==> src/sv/lpbled_pkg.sv <==
// Shared types and constants for the long-press button LED controller.
// Holds the request payload structs, mode codes, register indexes and reset values.
// No dependencies.
package lpbled_pkg;

    localparam int MODE_W = 3;
    localparam int TIME_W = 32;
    localparam int CFG_W = 16;
    localparam int CFG_IDX_W = 2;

    // Button state machine codes
    localparam logic [MODE_W-1:0] MODE_IDLE = 3'd0;
    localparam logic [MODE_W-1:0] MODE_HELD = 3'd1;
    localparam logic [MODE_W-1:0] MODE_SAVE_PENDING = 3'd2;
    localparam logic [MODE_W-1:0] MODE_SAVE_FLASH = 3'd3;
    localparam logic [MODE_W-1:0] MODE_RESTORE_FLASH = 3'd4;

    // Configuration register indexes
    localparam logic [CFG_IDX_W-1:0] CFG_HOLD_THRESHOLD = 2'd0;
    localparam logic [CFG_IDX_W-1:0] CFG_SAVE_THRESHOLD = 2'd1;
    localparam logic [CFG_IDX_W-1:0] CFG_POLL_INTERVAL = 2'd2;
    localparam logic [CFG_IDX_W-1:0] CFG_CLIP_HOLD = 2'd3;

    localparam logic [CFG_W-1:0] HOLD_THRESHOLD_RST = 16'd3000;
    localparam logic [CFG_W-1:0] SAVE_THRESHOLD_RST = 16'd5000;
    localparam logic [CFG_W-1:0] POLL_INTERVAL_RST = 16'd100;
    localparam logic [CFG_W-1:0] CLIP_HOLD_RST = 16'd100;

    localparam int FLASH_DURATION_DEF = 500;
    localparam int BLINK_PERIOD_DEF = 250;
    localparam int FLASH_SLOTS = 6;

    typedef struct packed {
        logic [TIME_W-1:0] now_ms;
        logic              button_level;
        logic              voice_active;
        logic              clip_event;
    } in_t;

    typedef struct packed {
        logic              led_on;
        logic              restore_request;
        logic              save_request;
        logic [MODE_W-1:0] mode;
    } out_t;

endpackage

==> src/sv/long_press_button_led_controller.sv <==
// Long-press button detector with LED driver: top level, single module.
// Depends on lpbled_pkg for payload structs, mode codes and register defaults.
//
// Usage:
//   Input channel (in_valid/in_stall/in_data): one request per poll of the
//   control loop, carrying the ms timestamp, raw button level, voice-active
//   flag and clip event. Output channel (out_valid/out_stall/out_data): one
//   result request per input request, in order: LED level, restore and save
//   pulses and the button mode after that poll.
//   Config port: cfg_write/cfg_index/cfg_data writes one 16-bit register per
//   cycle; write only while no request is in flight.
// Pipeline and throughput:
//   Three register stages (input, state update plus reciprocal multiply,
//   remainder fix-up and LED select). A request passes the input register,
//   the stage 2 register and the output register in turn; one request per
//   cycle is sustained while out_stall is low. The button state advances as
//   a request leaves the input stage, so polls chain with no gap.
// Reset:
//   rst_n clears all pipeline valids, puts the machine in idle with zeroed
//   timers and loads the register defaults. No clearing pass.
// Back-pressure:
//   When out_stall is high the pipeline fills and then raises in_stall;
//   stalled results hold their value.
module long_press_button_led_controller #(
    parameter int FLASH_DURATION = lpbled_pkg::FLASH_DURATION_DEF,
    parameter int BLINK_PERIOD = lpbled_pkg::BLINK_PERIOD_DEF
) (
    input  logic                                clk,
    input  logic                                rst_n,
    input  logic                                in_valid,
    output logic                                in_stall,
    input  lpbled_pkg::in_t                     in_data,
    output logic                                out_valid,
    input  logic                                out_stall,
    output lpbled_pkg::out_t                    out_data,
    input  logic                                cfg_write,
    input  logic [lpbled_pkg::CFG_IDX_W-1:0]    cfg_index,
    input  logic [lpbled_pkg::CFG_W-1:0]        cfg_data
);

    localparam int TW = lpbled_pkg::TIME_W;
    localparam int MW = lpbled_pkg::MODE_W;
    localparam int CW = lpbled_pkg::CFG_W;

    localparam int BLINK_DIV = (BLINK_PERIOD == 0) ? 1 : BLINK_PERIOD;
    localparam int SLOT_DIV = (FLASH_DURATION / lpbled_pkg::FLASH_SLOTS == 0) ? 1 :
                              FLASH_DURATION / lpbled_pkg::FLASH_SLOTS;
    localparam logic [CW-1:0] BLINK_DIV_W = CW'(BLINK_DIV);
    localparam logic [CW-1:0] SLOT_DIV_W = CW'(SLOT_DIV);
    // floor((2^32-1)/d): estimate is exact or one low
    localparam logic [TW-1:0] BLINK_RECIP = TW'(64'hFFFF_FFFF / 64'(BLINK_DIV));
    localparam logic [TW-1:0] SLOT_RECIP = TW'(64'hFFFF_FFFF / 64'(SLOT_DIV));
    localparam logic [TW-1:0] FLASH_DUR_W = TW'(FLASH_DURATION);

    // Config registers
    logic [CW-1:0] hold_thr_reg;
    logic [CW-1:0] save_thr_reg;
    logic [CW-1:0] poll_int_reg;
    logic [CW-1:0] clip_hold_reg;

    // Button state
    logic [MW-1:0] mode_reg, mode_next;
    logic [TW-1:0] press_start_reg, press_start_next;
    logic [TW-1:0] flash_end_reg, flash_end_next;
    logic [TW-1:0] last_sample_reg, last_sample_next;
    logic          sampled_reg, sampled_next;
    logic [TW-1:0] clip_end_reg, clip_end_next;

    // Stage 1: input register
    logic            s1_valid_reg;
    lpbled_pkg::in_t s1_data_reg;

    // Stage 2: after state update and multiply
    logic          s2_valid_reg;
    logic [MW-1:0] s2_mode_reg;
    logic          s2_restore_reg;
    logic          s2_save_reg;
    logic          s2_force_reg;
    logic          s2_voice_reg;
    logic          s2_slot_reg;
    logic [TW-1:0] s2_x_reg;
    logic [TW-1:0] s2_q_reg;

    // Stage 3: output register
    logic             out_valid_reg;
    lpbled_pkg::out_t out_data_reg;

    logic s3_free, s2_free, s1_free, s1_fire, s2_fire;

    logic [TW-1:0]   now;
    logic [TW-1:0]   press_time;
    logic            restore_now, save_now, force_now, use_slot;
    logic [TW-1:0]   div_x, div_recip;
    logic [2*TW-1:0] div_prod;

    logic [CW-1:0]    fix_div;
    logic [TW+CW-1:0] fix_prod;
    logic [TW-1:0]    fix_rem;
    logic             quot_lsb;
    logic             led_next;

    // Handshake
    assign s3_free = !out_valid_reg || !out_stall;
    assign s2_free = !s2_valid_reg || s3_free;
    assign s1_free = !s1_valid_reg || s2_free;
    assign s1_fire = s1_valid_reg && s2_free;
    assign s2_fire = s2_valid_reg && s3_free;
    assign in_stall = !s1_free;
    assign out_valid = out_valid_reg;
    assign out_data = out_data_reg;

    always_ff @(posedge clk or negedge rst_n)
    begin
        if (!rst_n)
        begin
            hold_thr_reg <= lpbled_pkg::HOLD_THRESHOLD_RST;
            save_thr_reg <= lpbled_pkg::SAVE_THRESHOLD_RST;
            poll_int_reg <= lpbled_pkg::POLL_INTERVAL_RST;
            clip_hold_reg <= lpbled_pkg::CLIP_HOLD_RST;
        end
        else if (cfg_write)
        begin
            unique case (cfg_index)
                lpbled_pkg::CFG_HOLD_THRESHOLD: hold_thr_reg <= cfg_data;
                lpbled_pkg::CFG_SAVE_THRESHOLD: save_thr_reg <= cfg_data;
                lpbled_pkg::CFG_POLL_INTERVAL:  poll_int_reg <= cfg_data;
                lpbled_pkg::CFG_CLIP_HOLD:      clip_hold_reg <= cfg_data;
                default: ;
            endcase
        end
    end

    // State update for the request leaving stage 1
    assign now = s1_data_reg.now_ms;
    assign press_time = now - press_start_reg;

    always_comb
    begin
        last_sample_next = last_sample_reg;
        sampled_next = sampled_reg;
        if ((now - last_sample_reg) >= {{(TW-CW){1'b0}}, poll_int_reg})
        begin
            last_sample_next = now;
            sampled_next = s1_data_reg.button_level;
        end

        mode_next = mode_reg;
        press_start_next = press_start_reg;
        flash_end_next = flash_end_reg;
        restore_now = 1'b0;
        save_now = 1'b0;
        unique case (mode_reg)
            lpbled_pkg::MODE_IDLE:
            begin
                if (sampled_next)
                begin
                    press_start_next = now;
                    mode_next = lpbled_pkg::MODE_HELD;
                end
            end
            lpbled_pkg::MODE_HELD:
            begin
                if (!sampled_next)
                begin
                    restore_now = 1'b1;
                    flash_end_next = now + FLASH_DUR_W;
                    mode_next = lpbled_pkg::MODE_RESTORE_FLASH;
                end
                else if (press_time >= {{(TW-CW){1'b0}}, hold_thr_reg})
                begin
                    mode_next = lpbled_pkg::MODE_SAVE_PENDING;
                end
            end
            lpbled_pkg::MODE_SAVE_PENDING:
            begin
                if (!sampled_next)
                begin
                    mode_next = lpbled_pkg::MODE_IDLE;
                end
                else if (press_time >= {{(TW-CW){1'b0}}, save_thr_reg})
                begin
                    save_now = 1'b1;
                    flash_end_next = now + FLASH_DUR_W;
                    mode_next = lpbled_pkg::MODE_SAVE_FLASH;
                end
            end
            lpbled_pkg::MODE_SAVE_FLASH,
            lpbled_pkg::MODE_RESTORE_FLASH:
            begin
                if (now >= flash_end_reg)
                begin
                    mode_next = lpbled_pkg::MODE_IDLE;
                end
            end
            default:
            begin
                mode_next = lpbled_pkg::MODE_IDLE;
            end
        endcase

        clip_end_next = clip_end_reg;
        if (s1_data_reg.clip_event)
        begin
            clip_end_next = now + {{(TW-CW){1'b0}}, clip_hold_reg};
        end
        force_now = clip_end_next > now;
    end

    // Quotient estimate: save flash uses elapsed/slot, otherwise now/blink
    assign use_slot = (mode_next == lpbled_pkg::MODE_SAVE_FLASH);
    assign div_x = use_slot ? (now - (flash_end_next - FLASH_DUR_W)) : now;
    assign div_recip = use_slot ? SLOT_RECIP : BLINK_RECIP;
    assign div_prod = div_x * div_recip;

    always_ff @(posedge clk or negedge rst_n)
    begin
        if (!rst_n)
        begin
            mode_reg <= lpbled_pkg::MODE_IDLE;
            press_start_reg <= '0;
            flash_end_reg <= '0;
            last_sample_reg <= '0;
            sampled_reg <= 1'b0;
            clip_end_reg <= '0;
        end
        else if (s1_fire)
        begin
            mode_reg <= mode_next;
            press_start_reg <= press_start_next;
            flash_end_reg <= flash_end_next;
            last_sample_reg <= last_sample_next;
            sampled_reg <= sampled_next;
            clip_end_reg <= clip_end_next;
        end
    end

    always_ff @(posedge clk or negedge rst_n)
    begin
        if (!rst_n)
        begin
            s1_valid_reg <= 1'b0;
            s2_valid_reg <= 1'b0;
            out_valid_reg <= 1'b0;
        end
        else
        begin
            if (s1_free)
            begin
                s1_valid_reg <= in_valid;
            end
            if (s2_free)
            begin
                s2_valid_reg <= s1_valid_reg;
            end
            if (s3_free)
            begin
                out_valid_reg <= s2_valid_reg;
            end
        end
    end

    always_ff @(posedge clk)
    begin
        if (in_valid && s1_free)
        begin
            s1_data_reg <= in_data;
        end
        if (s1_fire)
        begin
            s2_mode_reg <= mode_next;
            s2_restore_reg <= restore_now;
            s2_save_reg <= save_now;
            s2_force_reg <= force_now;
            s2_voice_reg <= s1_data_reg.voice_active;
            s2_slot_reg <= use_slot;
            s2_x_reg <= div_x;
            s2_q_reg <= div_prod[2*TW-1:TW];
        end
        if (s2_fire)
        begin
            out_data_reg.led_on <= led_next;
            out_data_reg.restore_request <= s2_restore_reg;
            out_data_reg.save_request <= s2_save_reg;
            out_data_reg.mode <= s2_mode_reg;
        end
    end

    // Remainder check bumps the estimate by one when needed
    assign fix_div = s2_slot_reg ? SLOT_DIV_W : BLINK_DIV_W;
    assign fix_prod = s2_q_reg * fix_div;
    assign fix_rem = s2_x_reg - fix_prod[TW-1:0];
    assign quot_lsb = s2_q_reg[0] ^ (fix_rem >= {{(TW-CW){1'b0}}, fix_div});

    always_comb
    begin
        unique case (s2_mode_reg)
            lpbled_pkg::MODE_SAVE_PENDING,
            lpbled_pkg::MODE_SAVE_FLASH:    led_next = !quot_lsb;
            lpbled_pkg::MODE_RESTORE_FLASH: led_next = 1'b1;
            default:                        led_next = s2_voice_reg;
        endcase
        if (s2_force_reg)
        begin
            led_next = 1'b1;
        end
    end

`ifndef NO_ASSERTIONS
    a_req_exclusive: assert property (@(posedge clk) disable iff (!rst_n)
        out_valid |-> !(out_data.restore_request && out_data.save_request))
        else $error("restore and save requested together");

    a_restore_mode: assert property (@(posedge clk) disable iff (!rst_n)
        out_valid && out_data.restore_request |->
            out_data.mode == lpbled_pkg::MODE_RESTORE_FLASH)
        else $error("restore pulse outside restore flash");

    a_save_mode: assert property (@(posedge clk) disable iff (!rst_n)
        out_valid && out_data.save_request |->
            out_data.mode == lpbled_pkg::MODE_SAVE_FLASH)
        else $error("save pulse outside save flash");

    a_restore_led: assert property (@(posedge clk) disable iff (!rst_n)
        out_valid && out_data.mode == lpbled_pkg::MODE_RESTORE_FLASH |-> out_data.led_on)
        else $error("LED off during restore flash");
`endif

endmodule

==> config.mk <==
export PLATFORM = sky130hd
export DESIGN_NAME = long_press_button_led_controller
export DESIGN_NICKNAME = d
export VERILOG_FILES = /design/src/sv/lpbled_pkg.sv /design/src/sv/long_press_button_led_controller.sv
export SDC_FILE = /design/constraint.sdc
export NUM_CORES = 2
export LEC_CHECK = 0
export BUFFER_PORTS_ARGS = -buffer_cell sky130_fd_sc_hd__buf_2
export CAP_MARGIN = 25
export CORE_ASPECT_RATIO = 0.6
export CORE_UTILIZATION = 60
export CTS_BUF_LIST = sky130_fd_sc_hd__clkbuf_8
export CTS_CLUSTER_DIAMETER = 40
export CTS_CLUSTER_SIZE = 30
export DETAILED_ROUTE_END_ITERATION = 12
export PLACE_DENSITY = 0.85
export RECOVER_POWER = 50
export SETUP_SLACK_MARGIN = 0.3
export SYNTH_ARGS = -nofsm -noshare
export SYNTH_HDL_FRONTEND = slang
export SYNTH_SLANG_ARGS = --single-unit
==> constraint.sdc <==
create_clock -name clk -period 37.9 [get_ports clk]
set_input_delay 11.37 -clock clk [delete_from_list [all_inputs] [get_ports clk]]
set_output_delay 11.37 -clock clk [all_outputs]
set_load 0.02 [all_outputs]
* Word level (Yosys, flattened, before mapping)
Index checks and enable logic that the tools add are counted.
Storage, ports and cells: bits in registers 312, output and inout port bits 8
Operators by class: add/subtract/negate cells 7, $mul 2, magnitude comparators 6, equal/unequal tests 11, mux-type cells 19, bitwise operators 1, reductions and logical operators 23
Operators with widths (number):
- 32-bit two-way mux | 5
- 32-bit subtractor | 4
- 32-bit by 16-bit >= comparator with 1-bit output | 3
- 32-bit one-hot mux with 2 select lines | 1
- 32-bit by 26-bit multiplier with 58-bit output | 1
- 32-bit by 16-bit adder with 32-bit output | 1
- 32-bit by 9-bit adder with 32-bit output (second input constant) | 1
- 32-bit >= comparator | 1
- 32-bit by 8-bit >= comparator with 1-bit output | 1
- 32-bit > comparator | 1
- 32-bit by 8-bit multiplier with 32-bit output | 1
- 32-bit by 9-bit subtractor with 32-bit output (second input constant) | 1
- 26-bit two-way mux | 1
- 3-bit two-way mux | 6
- 3-bit by 2-bit equality test with 1-bit output (second input constant) | 5
- 3-bit one-hot mux with 4 select lines | 1
- 2-bit AND reduction | 6
- 8-bit two-way mux | 1
- 3-bit equality test (second input constant) | 2
- 1-bit zero test | 6
- 2-bit equality test (second input constant) | 2
- 2-bit OR reduction | 2
- 3-bit by 1-bit equality test with 1-bit output (second input constant) | 1
- 1-bit logical AND | 3
- other kinds (8) | 12

* Depth between registers and ports, before layout
depth in word-level cells 9, depth in mapped cells 72, mapped depth without buffers 69

* Worst setup path before layout
No wires, ideal clock.
path kind in2out, from in out_stall, to out in_stall, data arrival time 11651 ps, required time 26530 ps, path slack 14879 ps, stages on the path 2, path buffers 0, path through nand4_1 inv_1
On the way: cells in the longest elaborated chain, start to end 5
RTL lines:
- start: declaration | RTL line long_press_button_led_controller.sv:34 | input logic out_stall,
- 1-bit zero test | RTL line long_press_button_led_controller.sv:103 | assign s3_free = !out_valid_reg || !out_stall;
- 1-bit logical OR | RTL line long_press_button_led_controller.sv:103
- 1-bit logical OR | RTL line long_press_button_led_controller.sv:104 | assign s2_free = !s2_valid_reg || s3_free;
- 1-bit logical OR | RTL line long_press_button_led_controller.sv:105 | assign s1_free = !s1_valid_reg || s2_free;
- 1-bit zero test | RTL line long_press_button_led_controller.sv:108 | assign in_stall = !s1_free;
- end: declaration | RTL line long_press_button_led_controller.sv:31 | output logic in_stall,
No other way between the ends.

* Worst setup path after layout
Ends and elaborated chain as after synthesis.

==> results.rst <==
.. list-table::
   :header-rows: 1

   * - Metric
     - Value
   * - Run status
     - complete, but fails checks
   * - Failing checks
     - capacitance limit, slew limit
   * - Fraction of synthesis flops using an asynchronous set or reset pin
     - 65.03%
   * - Worst min-delay path class
     - reg2reg
   * - Setup crit start kind
     - input pin
   * - Commonest cells in the synthesized netlist
     - inv_1, ha_1, fa_1
   * - WP data required
     - 26.53 ns
   * - Relative slew slack
     - -175.1%
   * - Critical path type
     - in2out
   * - Port bufs
     - 65
   * - TritonRoute pass-1 iters
     - 6
   * - Setup slack on the worst flop-to-flop path
     - 15.43 ns
   * - Die span in y
     - 217.4 µm
   * - Unique masters post-synth
     - 104
   * - Clock tree from TritonCTS
     - built
   * - Filler Cells Inserted
     - 5900
   * - Wire length per cell
     - 22.04 µm
   * - Detail Placement HPWL
     - 110.8 mm
   * - Length in cells of the worst reg-to-reg path
     - 66
   * - Top cells by area in the synthesized netlist
     - fa_1, ha_1, dfrtp_1
   * - Setup repair after global routing missed its margin
     - false
   * - Number of antenna violations at the first check in global routing
     - 2
   * - Number of pins exceeding their max-slew limit in the final report
     - 450
   * - Maximum fanout along the worst path
     - 4
   * - Residual DRC count
     - 0
   * - Clk slew on worst S/H paths
     - 0.11 ns
   * - Num Clock Sinks
     - 306
   * - Minimum clock period after layout
     - 23.49 ns
   * - Initial core utilization
     - 61.04%
   * - Startpoint of the most critical register-to-register path
     - now[0]
   * - Slew at the pin closest to its max-slew limit
     - 4.126 ns
   * - Worst min-delay path endpoint
     - s2_voice_reg
   * - Hold path depth
     - 0
   * - Met1 layer usage reported by global route
     - 52.32%
   * - Via count of the first global-routing pass
     - 36240
   * - Count of nets left with antenna violations after detail routing
     - 0
   * - Gp weighted congestion
     - 1.014
   * - Global-route wire length before repair
     - 208.0 mm
   * - Syn Area/Cell
     - 9.408 µm²
   * - Count of nets after finishing
     - 6367
   * - Worst-case clock skew
     - 0.08051 ns
   * - Overall die width
     - 361.0 µm
   * - Global-route total usage across every layer
     - 34.79%
   * - Synth Cell Area
     - 46410 µm²
   * - Setup_tns
     - 0 ns
   * - I/O pin count
     - 66
   * - Maximum clock rate
     - 42.57 MHz
   * - Latest clock arrival within the worst-skew pair
     - 0.70 ns
   * - Standard cell core area
     - 76030 µm²
   * - Drt total wl
     - 133.0 mm
   * - Post-cts gate resize count
     - 0
   * - Maximum number of pins on one net before global-route repair
     - 70
   * - Global-route track usage on met2
     - 45.56%
   * - Seq/Total Area, Yosys
     - 17.70%
   * - Post-synthesis sequential element count
     - 306
   * - Placement-stage cell area
     - 47920 µm²
   * - Cell row count
     - 78
   * - Fraction of post-synthesis cell area in the top cell type by area
     - 27.65%
   * - R2R Path End
     - s2_q_reg[8]
   * - Root buffer selected by CTS
     - clkbuf_8
   * - Synth warnings
     - 0
   * - Hold violation total from the final report
     - 0
   * - Routed vias
     - 36160
   * - Busiest grt layer
     - met1
   * - Post-synthesis to final-layout area growth
     - 5.133%
   * - Arrival @ worst endpoint
     - 12.12 ns
   * - GR Layer Usage met3
     - 16.04%
   * - Maximum level of the CTS H-tree
     - 2
   * - Number of buffers on the longest clock path
     - 3
   * - Startpoint of the most critical hold path
     - s1_data_reg[1]
   * - # hold bufs at CTS
     - 0
   * - Library cell with the largest summed area after synthesis
     - fa_1
   * - Total CTS buffers
     - 37
   * - Number of DRC violations after detailed-routing iteration 0
     - 4749
   * - Cells after synthesis
     - 4933
   * - Number of flops mapped to enable cells by yosys
     - 107
   * - Setup bufs post-CTS
     - 0
   * - Portion of the clock cycle consumed by the worst path in the final layout
     - 61.99%
   * - Leading register cell type out of synthesis
     - dfrtp_1
   * - Area enclosed by the die boundary
     - 78500 µm²
   * - Fraction of layout cells with a size suffix above 1
     - 5.506%
   * - Critical path capture point type
     - output pin
   * - Finish-stage setup viols
     - 0
   * - Ratio of routed vias to standard cells
     - 5.993
   * - Number of maximum-capacitance violations
     - 10
   * - Layout Cell Area excl Fill
     - 48790 µm²
   * - Congestion Overflow GR
     - 0
   * - Cell with the most instances after synthesis
     - inv_1
==> layout by cell type (no fill, tap or decap), drive strengths merged, types with 23 or more instances in the layout <==
master / count
a21o: 100
a21oi: 240
buf: 78
clkbuf: 61
conb: 32
dfrtp: 181
edfxtp: 107
fa: 641
ha: 666
inv: 1139
mux2: 73
nand2: 409
nand2b: 83
nand3: 61
nand4: 53
nor2: 180
nor2b: 39
nor3: 52
o211ai: 23
o21ai: 293
xnor2: 135
xor2: 33
==> critical path, cell delays in order <==
cell and delay (ns):
clkbuf_1 0.14, nand4_1 0.26, inv_1 0.17, buf_2 0.18
==> kinds of logic (layout without fill, tap and decap cells) <==
family / Yosys count / in the layout / synth area share (%)
fa+ha+maj: 1307 / 1307 / 45.61
buf+inv: 1227 / 1295 / 10.01
simple gates: 980 / 980 / 10.02
compound gates: 855 / 855 / 11.39
flops: 306 / 306 / 17.70
xor+xnor: 168 / 168 / 3.170
mux: 88 / 88 / 2.095
other cells: 2 / 34 / 0.01618
==> per-layer routing <==
metal	share of wire, %	vias up
met2	38	2223
met3	17	208
met4	1.6	8
li1	-	16140
met5	0.19	-
met1	44	17580
==> layout make-up <==
type | instances | area, µm² | share of cell area (%)
Inverter | 1128 | 4237 | 8.683
Multi-Input combinational cell | 3430 | 33620 | 68.90
Clock buffer | 40 | 550.5 | 1.128
Clock inverter | 28 | 367.9 | 0.7539
Timing Repair Buffer | 99 | 546.8 | 1.121
Sequential cell | 306 | 8215 | 16.84
Antenna cell | 2 | 5.005 | 0.01026
Tap cell | 1000 | 1251 | 2.564
==> worst max-delay path by stage <==
stage               endpoint      start  cells past startpoint  slack [ns]
floorplan           in_stall  out_stall                      2       14.88
global placement    in_stall  out_stall                      4       14.48
detailed placement  in_stall  out_stall                      4       14.47
CTS                 in_stall  out_stall                      4       14.47
global route        in_stall  out_stall                      4       14.37
finish              in_stall  out_stall                      4       14.41
==> stage by stage <==
stage	instances	setup slack (ns)	hold slack, ns	utilization, %
after floorplan	4963	14.88	0.4003	-
after CTS	6023	14.47	0.4385	64.24
after detailed placement	5955	14.47	0.4123	63.04
final	6033	14.41	0.4357	64.18
after global routing	6031	14.37	0.4551	64.17
after global placement	5953	14.48	0.4080	63.00
Power is not shown: default switching activity piles up to over one toggle a cycle in this logic, so the estimate is an artifact.
